`config.mk`:
```
export PLATFORM = sky130hd
export DESIGN_NAME = postfix_stack_evaluator
export DESIGN_NICKNAME = d
export VERILOG_FILES = /design/src/design/pse_pkg.sv /design/src/design/pse_div.sv /design/src/design/postfix_stack_evaluator.sv
export VERILOG_INCLUDE_DIRS = /design/src /design/src/design
export SDC_FILE = /design/constraint.sdc
export NUM_CORES = 2
export LEC_CHECK = 0
export BUFFER_PORTS_ARGS = -buffer_cell sky130_fd_sc_hd__clkbuf_2
export CAP_MARGIN = 20
export CORE_MARGIN = 8
export CORE_UTILIZATION = 50
export CTS_BUF_LIST = sky130_fd_sc_hd__clkbuf_8
export CTS_CLUSTER_SIZE = 25
export DETAILED_ROUTE_END_ITERATION = 16
export PLACE_DENSITY_LB_ADDON = 0.05
export SLEW_MARGIN = 10
export SYNTH_ARGS = -nofsm -noshare
export SYNTH_HDL_FRONTEND = slang
export SYNTH_SLANG_ARGS = --single-unit
```
`constraint.sdc`:
```
create_clock -name clk -period 7.4 [get_ports clk]
set_clock_uncertainty 0.15 [all_clocks]
set_input_delay 2.22 -clock clk [delete_from_list [all_inputs] [get_ports clk]]
set_output_delay 2.22 -clock clk [all_outputs]
set_load 0.005 [all_outputs]
```
`src/design/assert_macros.svh`:
```
// ----------------------------------------------------------------------------
// assert_macros.svh
// Assertion helpers shared by the RTL. The checks vanish when SYNTHESIS is set.
// ----------------------------------------------------------------------------
`ifndef ASSERT_MACROS_SVH
`define ASSERT_MACROS_SVH

`ifndef SYNTHESIS
// Property that must hold at every clock edge outside reset.
`define ASSERT_ALWAYS(lbl, clk, rstn, prop) \
	lbl: assert property (@(posedge clk) disable iff (!rstn) (prop)) \
		else $error("assertion failed");
// Implication checked at every clock edge outside reset.
`define ASSERT_IMPLIES(lbl, clk, rstn, ante, cons) \
	lbl: assert property (@(posedge clk) disable iff (!rstn) (ante) |-> (cons)) \
		else $error("assertion failed");
`else
`define ASSERT_ALWAYS(lbl, clk, rstn, prop)
`define ASSERT_IMPLIES(lbl, clk, rstn, ante, cons)
`endif

`endif

```
`src/design/pse_pkg.sv`:
```
// ----------------------------------------------------------------------------
// pse_pkg
// Types and codes shared by the postfix stack evaluator and its divider.
// ----------------------------------------------------------------------------
package pse_pkg;

	// Data path and field widths.
	localparam int DATA_W          = 32;
	localparam int CMD_W           = 3;
	localparam int STATUS_W        = 2;
	localparam int DEPTH_W         = 7;
	localparam int STACK_DEPTH_DEF = 64;

	// Command codes.
	localparam logic [CMD_W-1:0] CMD_PUSH = 3'd0;
	localparam logic [CMD_W-1:0] CMD_POP  = 3'd1;
	localparam logic [CMD_W-1:0] CMD_ADD  = 3'd2;
	localparam logic [CMD_W-1:0] CMD_SUB  = 3'd3;
	localparam logic [CMD_W-1:0] CMD_MUL  = 3'd4;
	localparam logic [CMD_W-1:0] CMD_DIV  = 3'd5;

	// Status codes.
	localparam logic [STATUS_W-1:0] ST_OK      = 2'd0;
	localparam logic [STATUS_W-1:0] ST_UNDER   = 2'd1;
	localparam logic [STATUS_W-1:0] ST_DIVZERO = 2'd2;
	localparam logic [STATUS_W-1:0] ST_OVER    = 2'd3;

	// One command beat.
	typedef struct packed {
		logic [CMD_W-1:0]         command;
		logic signed [DATA_W-1:0] push_value;
	} pse_cmd_t;

	// One result beat.
	typedef struct packed {
		logic [STATUS_W-1:0]      status;
		logic signed [DATA_W-1:0] top_value;
		logic [DEPTH_W-1:0]       depth;
	} pse_res_t;

	// Sequencer states.
	typedef enum logic [2:0] {
		S_IDLE,
		S_LOAD,
		S_DIV,
		S_WB,
		S_REFILL
	} pse_state_t;

endpackage

```
`src/design/pse_div.sv`:
```
// ----------------------------------------------------------------------------
// pse_div
// Signed 32-bit divider, truncating toward zero. Restoring algorithm, one
// quotient bit per cycle; the quotient appears with a one-cycle done pulse.
// ----------------------------------------------------------------------------
module pse_div (
	input  logic                          clk,
	input  logic                          arst_n,
	input  logic                          go,
	input  logic [pse_pkg::DATA_W-1:0]    dividend,
	input  logic [pse_pkg::DATA_W-1:0]    divisor,
	output logic                          done,
	output logic [pse_pkg::DATA_W-1:0]    quotient
);

	localparam int W     = pse_pkg::DATA_W;
	localparam int CNT_W = $clog2(W + 1);
	localparam logic [CNT_W-1:0] LAST = CNT_W'(W);

	logic             run_q;
	logic             done_q;
	logic [CNT_W-1:0] cnt_q;
	logic             neg_q;
	logic [W:0]       rem_q;
	logic [W-1:0]     quo_q;
	logic [W-1:0]     dvs_q;
	logic [W-1:0]     quotient_q;

	logic [W:0]       rem_shift;
	logic [W:0]       diff;

	// One trial subtraction of the shifted remainder.
	always_comb begin
		rem_shift = {rem_q[W-1:0], quo_q[W-1]};
		diff      = rem_shift - {1'b0, dvs_q};
	end

	// Control: iteration count and done pulse.
	always_ff @(posedge clk or negedge arst_n) begin
		if (!arst_n) begin
			run_q  <= 1'b0;
			done_q <= 1'b0;
			cnt_q  <= '0;
		end else begin
			done_q <= 1'b0;
			if (go) begin
				run_q <= 1'b1;
				cnt_q <= '0;
			end else if (run_q) begin
				if (cnt_q == LAST) begin
					run_q  <= 1'b0;
					done_q <= 1'b1;
				end else begin
					cnt_q <= cnt_q + CNT_W'(1);
				end
			end
		end
	end

	// Data path: magnitudes on start, one bit a cycle, sign fix at the end.
	always_ff @(posedge clk) begin
		if (go) begin
			rem_q <= '0;
			quo_q <= dividend[W-1] ? (W'(0) - dividend) : dividend;
			dvs_q <= divisor[W-1] ? (W'(0) - divisor) : divisor;
			neg_q <= dividend[W-1] ^ divisor[W-1];
		end else if (run_q) begin
			if (cnt_q == LAST) begin
				quotient_q <= neg_q ? (W'(0) - quo_q) : quo_q;
			end else if (!diff[W]) begin
				rem_q <= diff;
				quo_q <= {quo_q[W-2:0], 1'b1};
			end else begin
				rem_q <= rem_shift;
				quo_q <= {quo_q[W-2:0], 1'b0};
			end
		end
	end

	assign done     = done_q;
	assign quotient = quotient_q;

endmodule

```
`src/design/postfix_stack_evaluator.sv`:
```
// Sequence: push, unused codes and underflow end in S_IDLE on the start beat; pop ends in
// S_IDLE or S_REFILL; add, subtract and multiply pass S_LOAD and S_WB; divide passes S_LOAD,
// S_DIV and S_WB; divide by zero ends in S_LOAD or S_REFILL. One command at a time, taken in
// S_IDLE; busy drops in the cycle done is shown; the bit-serial 32-step divider is slowest.
// Reset: arst_n clears the depth, cached top and sequencer at once; the stack memory is not
// cleared, and no entry at or above the depth is ever read.
// ----------------------------------------------------------------------------
// postfix_stack_evaluator
// RPN evaluator over a bounded stack of signed 32-bit integers held in a
// synchronous memory, with a cached copy of the top entry.
// ----------------------------------------------------------------------------
`include "assert_macros.svh"

module postfix_stack_evaluator #(
	parameter int STACK_DEPTH = pse_pkg::STACK_DEPTH_DEF
) (
	input  logic               clk,
	input  logic               arst_n,
	input  logic               start,
	output logic               busy,
	input  pse_pkg::pse_cmd_t  cmd,
	output logic               done,
	output pse_pkg::pse_res_t  result
);

	localparam int W  = pse_pkg::DATA_W;
	localparam int DW = $clog2(STACK_DEPTH + 1);
	localparam int AW = $clog2(STACK_DEPTH);
	localparam logic [DW-1:0] FULL = DW'(STACK_DEPTH);

	// Stack memory with registered read data.
	logic [W-1:0] mem [STACK_DEPTH];
	logic [W-1:0] rdata_q;
	logic         rd_en;
	logic [AW-1:0] rd_addr;
	logic         wr_en;
	logic [AW-1:0] wr_addr;
	logic [W-1:0] wr_data;

	// Sequencer and stack bookkeeping.
	pse_pkg::pse_state_t state_q, state_d;
	logic [DW-1:0]               depth_q, depth_d;
	logic [W-1:0]                top_q, top_d;
	logic [pse_pkg::CMD_W-1:0]   cmd_q, cmd_d;
	logic                        hold_q, hold_d;
	logic [W-1:0]                held_q, held_d;
	logic [pse_pkg::STATUS_W-1:0] status_q, status_d;
	logic [W-1:0]                res_q, res_d;
	logic                        res_en;

	// Result beat.
	logic                         fin;
	logic [pse_pkg::STATUS_W-1:0] fin_status;
	logic [W-1:0]                 fin_top;
	logic                         done_q;
	pse_pkg::pse_res_t            result_q;
	logic [DW+pse_pkg::DEPTH_W-1:0] depth_ext;

	// Divider hookup.
	logic         div_go;
	logic         div_done;
	logic [W-1:0] div_quo;

	logic [DW-1:0] dm1, dm2, dm3, dp1;

	assign dm1 = depth_q - DW'(1);
	assign dm2 = depth_q - DW'(2);
	assign dm3 = depth_q - DW'(3);
	assign dp1 = depth_q + DW'(1);
	assign depth_ext = {{pse_pkg::DEPTH_W{1'b0}}, depth_d};

	pse_div u_div (
		.clk      (clk),
		.arst_n   (arst_n),
		.go       (div_go),
		.dividend (rdata_q),
		.divisor  (top_q),
		.done     (div_done),
		.quotient (div_quo)
	);

	// Stack memory: one write and one read port.
	always_ff @(posedge clk) begin
		if (wr_en) begin
			mem[wr_addr] <= wr_data;
		end
		if (rd_en) begin
			rdata_q <= mem[rd_addr];
		end
	end

	// Next state, memory accesses and the result of each command.
	always_comb begin
		state_d    = state_q;
		depth_d    = depth_q;
		top_d      = top_q;
		cmd_d      = cmd_q;
		hold_d     = hold_q;
		held_d     = held_q;
		status_d   = status_q;
		res_d      = res_q;
		res_en     = 1'b0;
		rd_en      = 1'b0;
		rd_addr    = dm2[AW-1:0];
		wr_en      = 1'b0;
		wr_addr    = depth_q[AW-1:0];
		wr_data    = cmd.push_value;
		div_go     = 1'b0;
		fin        = 1'b0;
		fin_status = pse_pkg::ST_OK;
		fin_top    = top_q;
		case (state_q)
			pse_pkg::S_IDLE: begin
				if (start) begin
					cmd_d = cmd.command;
					case (cmd.command)
						pse_pkg::CMD_PUSH: begin
							fin = 1'b1;
							if (depth_q == FULL) begin
								fin_status = pse_pkg::ST_OVER;
							end else begin
								wr_en   = 1'b1;
								depth_d = dp1;
								top_d   = cmd.push_value;
								fin_top = cmd.push_value;
							end
						end
						pse_pkg::CMD_POP: begin
							if (depth_q == '0) begin
								fin        = 1'b1;
								fin_status = pse_pkg::ST_UNDER;
								fin_top    = '0;
							end else if (depth_q == DW'(1)) begin
								fin     = 1'b1;
								depth_d = '0;
								top_d   = '0;
							end else begin
								// The popped value answers; the new top comes from memory.
								depth_d  = dm1;
								hold_d   = 1'b1;
								held_d   = top_q;
								status_d = pse_pkg::ST_OK;
								rd_en    = 1'b1;
								state_d  = pse_pkg::S_REFILL;
							end
						end
						pse_pkg::CMD_ADD, pse_pkg::CMD_SUB,
						pse_pkg::CMD_MUL, pse_pkg::CMD_DIV: begin
							if (depth_q == '0) begin
								fin        = 1'b1;
								fin_status = pse_pkg::ST_UNDER;
								fin_top    = '0;
							end else if (depth_q == DW'(1)) begin
								// The lone right operand stays popped.
								fin        = 1'b1;
								fin_status = pse_pkg::ST_UNDER;
								fin_top    = '0;
								depth_d    = '0;
								top_d      = '0;
							end else begin
								rd_en   = 1'b1;
								state_d = pse_pkg::S_LOAD;
							end
						end
						default: begin
							fin = 1'b1;
						end
					endcase
				end
			end
			pse_pkg::S_LOAD: begin
				// Left operand is in rdata_q, right operand is the cached top.
				case (cmd_q)
					pse_pkg::CMD_ADD: begin
						res_d   = rdata_q + top_q;
						res_en  = 1'b1;
						state_d = pse_pkg::S_WB;
					end
					pse_pkg::CMD_SUB: begin
						res_d   = rdata_q - top_q;
						res_en  = 1'b1;
						state_d = pse_pkg::S_WB;
					end
					pse_pkg::CMD_MUL: begin
						res_d   = rdata_q * top_q;
						res_en  = 1'b1;
						state_d = pse_pkg::S_WB;
					end
					pse_pkg::CMD_DIV: begin
						if (top_q == '0) begin
							depth_d  = dm2;
							status_d = pse_pkg::ST_DIVZERO;
							hold_d   = 1'b0;
							if (depth_q > DW'(2)) begin
								rd_en   = 1'b1;
								rd_addr = dm3[AW-1:0];
								state_d = pse_pkg::S_REFILL;
							end else begin
								top_d      = '0;
								fin        = 1'b1;
								fin_status = pse_pkg::ST_DIVZERO;
								fin_top    = '0;
								state_d    = pse_pkg::S_IDLE;
							end
						end else begin
							div_go  = 1'b1;
							state_d = pse_pkg::S_DIV;
						end
					end
					default: begin
						state_d = pse_pkg::S_IDLE;
					end
				endcase
			end
			pse_pkg::S_DIV: begin
				if (div_done) begin
					res_d   = div_quo;
					res_en  = 1'b1;
					state_d = pse_pkg::S_WB;
				end
			end
			pse_pkg::S_WB: begin
				// Both operands gone, the result takes the left operand's slot.
				wr_en   = 1'b1;
				wr_addr = dm2[AW-1:0];
				wr_data = res_q;
				depth_d = dm1;
				top_d   = res_q;
				fin     = 1'b1;
				fin_top = res_q;
				state_d = pse_pkg::S_IDLE;
			end
			pse_pkg::S_REFILL: begin
				top_d      = rdata_q;
				fin        = 1'b1;
				fin_status = status_q;
				fin_top    = hold_q ? held_q : rdata_q;
				state_d    = pse_pkg::S_IDLE;
			end
			default: begin
				state_d = pse_pkg::S_IDLE;
			end
		endcase
	end

	// State register.
	always_ff @(posedge clk or negedge arst_n) begin
		if (!arst_n) begin
			state_q <= pse_pkg::S_IDLE;
		end else begin
			state_q <= state_d;
		end
	end

	// Stack bookkeeping and the done strobe.
	always_ff @(posedge clk or negedge arst_n) begin
		if (!arst_n) begin
			depth_q <= '0;
			top_q   <= '0;
			done_q  <= 1'b0;
		end else begin
			depth_q <= depth_d;
			top_q   <= top_d;
			done_q  <= fin;
		end
	end

	// Payload registers held across a command.
	always_ff @(posedge clk) begin
		cmd_q    <= cmd_d;
		hold_q   <= hold_d;
		held_q   <= held_d;
		status_q <= status_d;
		if (res_en) begin
			res_q <= res_d;
		end
		if (fin) begin
			result_q.status    <= fin_status;
			result_q.top_value <= fin_top;
			result_q.depth     <= depth_ext[pse_pkg::DEPTH_W-1:0];
		end
	end

	assign busy   = (state_q != pse_pkg::S_IDLE);
	assign done   = done_q;
	assign result = result_q;

	// A result beat only follows an accepted command or work in progress.
	`ASSERT_IMPLIES(a_done_follows_work, clk, arst_n, done, $past(busy || start))
	// The entry count never passes the stack size.
	`ASSERT_ALWAYS(a_depth_bounded, clk, arst_n, depth_q <= FULL)
	// The depth moves only while a command is taken or worked on.
	`ASSERT_IMPLIES(a_depth_quiet, clk, arst_n, !$past(busy) && !$past(start), $stable(depth_q))

endmodule
```
==> summary.md <==
| Metric | Value |
|---|---|
| Xor and xnor fraction of the mapped netlist area | 1.802% |
| I/O pins | 81 |
| Vias in the first global route | 96380 |
| Clock Pin Slew Worst Setup and Hold Paths | approximately 0.060 ns |
| Die height | 527.2 um |
| Post-Layout Cell Count | 14600 |
| Worst-Skew Late Latency | 1.09 ns |
| DPL Wire Length | 317900 um |
| Chip width | 527.2 um |
| First-pass GRT wire length | 695000 um |
| P&R area growth vs syn | 12.92% |
| DRT Pass-1 Iters | 7 |
| Synth Area in Simple Gates | 8.629% |
| GRT overflow | 0 |
| Site Rows | 187 |
| Mapped cell area | 0.1307 mm^2 |
| Crit Path Category | reg2reg |
| Critical R2R Launch | top_q[2]$_DFFE_PN0P_ |
| Top cells by area, synth | edfxtp_1 53%, mux2i_1 6.8%, fa_1 6.3%, and2_1 2.7%, mux4_2 2.4% |
| Die Footprint | 0.2780 mm^2 |
| Initial Util | 50.32% |
| DP Area | 0.1395 mm^2 |
| Post-synthesis adder-cell area fraction | 8.206% |
| Total Routing Usage GR | around a third |
| Crit path time final | about 7.3 ns |
| Hold crit path type | reg2reg |
| Worst EP arrival | roughly 8 ns |
| Post-synthesis mux area share | between 9 and 10% |
| IO buf count | 80 |
| Max_cap viols | 0 |
| Number of flops mapped to enable cells by yosys | 2287 |
| Worst-Margin Slew | ~1.3 ns |
| Number of antenna violations at the first check in global routing | between 40 and 50 |
| Share of the clock period used by the worst path | 98.94% |
| Cells after synthesis | 10480 |
| Flops & latches, synth | around 2400 |
| Placed insts | roughly 14000 |
| Core area | 0.2597 mm^2 |
| Worst setup path startpoint | top_q[2]$_DFFE_PN0P_ |
| WL met3 | between 50000 and 60000 um |
| Share of the synthesized area in the top cell type | 52.55% |
| CP Capture Type | flip-flop |
| Post-synthesis compound-gate area fraction | 13.61% |
| Clock Root Buffer | clkbuf_8 |
| Critical Path RT | 8.07 ns |
| Largest net degree at the start of global routing | 166 |
| CTS tree | built |
| Ys Warns | 0 |
| DR WL/cell | 33.42 um |
| CP max FO | 6 |
| Avg Cell Area, Syn | 12.47 um^2 |
| Via density | 6.702 |
| Placement Setup Slack | -0.2293 ns |
| Routed Wire Length | between 400000 and 500000 um |
| Slew margin rel. | 15.31% |
| Startpoint types | flip-flop |
| DR vias | 97880 |
| Max Fclk | 0.1366 GHz |
| Hold Fails Final Rpt | 0 |
| Number of buffers created by CTS | just over 400 |
| Post-synth ARST share | roughly 2.2% |
| Initial drt markers | approximately 12000 |
| Synth top cells by count | 2287 x edfxtp_1, 890 x mux2i_1, 702 x nand2_1, 675 x clkbuf_1, 572 x and2_1 |
| Syn Nets | roughly 11000 |
| Hold Startpoint | u_div.rem_q[28]$_SDFFE_PP0P_ |
| RSZ-0062 raised after global routing | true |
| Status | complete, no violations |
| Gpl congestion | 0.9669 |
| Synth area leader | edfxtp_1 |
| Largest family of logic cells by synthesized area | compound AO/OA/AOI/OAI gates |
| Netlist cell types | 92 |
| Residual DRC count | 0 |
| Final setup vio count | 0 |
| Design area | 0.1476 mm^2 |
| Detail Route Antenna Nets | 0 |
| Htree depth | 5 |
| Fillers | 21380 |
| Finished Core Util | 56.81% |
| Highest Signal Layer | met5 |
| Most common cell in the netlist | edfxtp_1 |
| Max Root-Sink Buffers | 4 |
| Register area share after synthesis | about 54% |
| Slew Viols, Final | 0 |
| Final worst-path setup slack | 0.07877 ns |
| Nets | roughly 12000 |
| Routed met2 length | 215000 um |
| CTS Hold Buffers Added | 0 |
| Num Clock Sinks | 2370 |
| Commonest register cell after synthesis | edfxtp_1 |
| Share of layout cells above drive strength 1 | 15.90% |
| M1 WL | 194300 um |
cells in the final DEF, fill, tap and decap left out, types with 189 or more instances in the layout:
cell / count
edfxtp_1: 2287
a31oi_1: 191
a2111oi_0: 265
a21oi_1: 311
o21ai_0: 424
o221ai_1: 304
clkbuf_8: 413
buf_4: 638
a311oi_1: 258
ha_1: 189
nor2_1: 423
and2_1: 559
inv_1: 572
fa_1: 394
mux2i_1: 890
nand3_1: 253
nand2_1: 666
layout make-up:
cell class,instances,area (um^2),share of cell area (%)
Antenna cell,28,70.07,0.04749
Clock buffer,413,5684,3.852
Tap cell,3402,4257,2.885
Clock inverter,313,1564,1.060
Timing Repair Buffer,855,7721,5.233
Inverter,452,1709,1.158
Sequential cell,2370,70610,47.85
Multi-Input combinational cell,6771,55940,37.91
worst max-delay path, stage by stage (launching register included):
cell     delay, ns
dfrtp_2       0.47
buf_6         0.15
buf_4         0.14
buf_6         0.12
and2_1        0.15
fa_1          0.53
inv_1         0.05
fa_1          0.50
fa_2          0.47
fa_1          0.55
inv_1         0.05
fa_1          0.48
fa_1          0.58
fa_1          0.44
fa_1          0.45
ha_1          0.32
buf_4         0.16
a221o_1       0.35
a31oi_1       0.18
buf_4         0.17
o21ai_0       0.12
xnor2_1       0.19
nor2_1        0.07
a21oi_1       0.13
a21oi_1       0.08
through the flow:
step / setup TNS [ns] / hold WS, ns
final: 0 / 0.3297
after global routing: -0.5798 / 0.3551
after CTS: 0 / 0.3363
after detailed placement: -0.9664 / 0.3314
after global placement: -0.6822 / 0.3159
after floorplan: 0 / 0.2731
timing repair:
item                                    CTS  global route
pin swaps                                 3           103
endpoints found under the setup margin    9            14
buffers inserted                          1            21
gates resized for setup                   5           104
cell families (layout without fill, tap and decap cells):
group	Yosys count	in the layout
other cells	0	28
xor+xnor	268	268
flops	2370	2370
simple gates	2321	2321
fa+ha+maj	611	611
compound gates	2485	2485
buf+inv	1341	2033
mux	1086	1086
per-layer routing:
metal	global-route usage, %	vias up
met5	0	-
met4	15.13	24
met3	8.801	1091
met2	51.53	5649
met1	46.32	50100
li1	-	41020
flip-flops by register name, summed over array words and instances (netlist names), 6 cells and up:
| name | count |
|---|---|
| u_div.quotient | 32 |
| u_div.quo_q | 32 |
| mem | 2048 |
| rdata_q | 32 |
| depth_q | 7 |
| top_q | 32 |
| u_div.cnt_q | 6 |
| held_q | 32 |
| u_div.rem_q | 32 |
| result | 41 |
| res_q | 32 |
| u_div.dvs_q | 32 |
final timing paths:
check | endpoint | slack [ns] | depth (start not counted)
max | res_q[27]$_DFFE_PP_ | 0.08 | 24
min | u_div.rem_q[28]$_SDFFE_PP0P_ | 0.33 | 2
max reg2reg | res_q[27]$_DFFE_PP_ | 0.08 | 24
min reg2reg | u_div.rem_q[28]$_SDFFE_PP0P_ | 0.33 | 2
max in group asynchronous | depth_q[1]$_DFF_PN0_ | 4.88 | 2
min in group asynchronous | top_q[18]$_DFFE_PN0P_ | 1.09 | 1
Power is not shown: default switching activity piles up to over one toggle a cycle in this logic, so the estimate is an artifact.
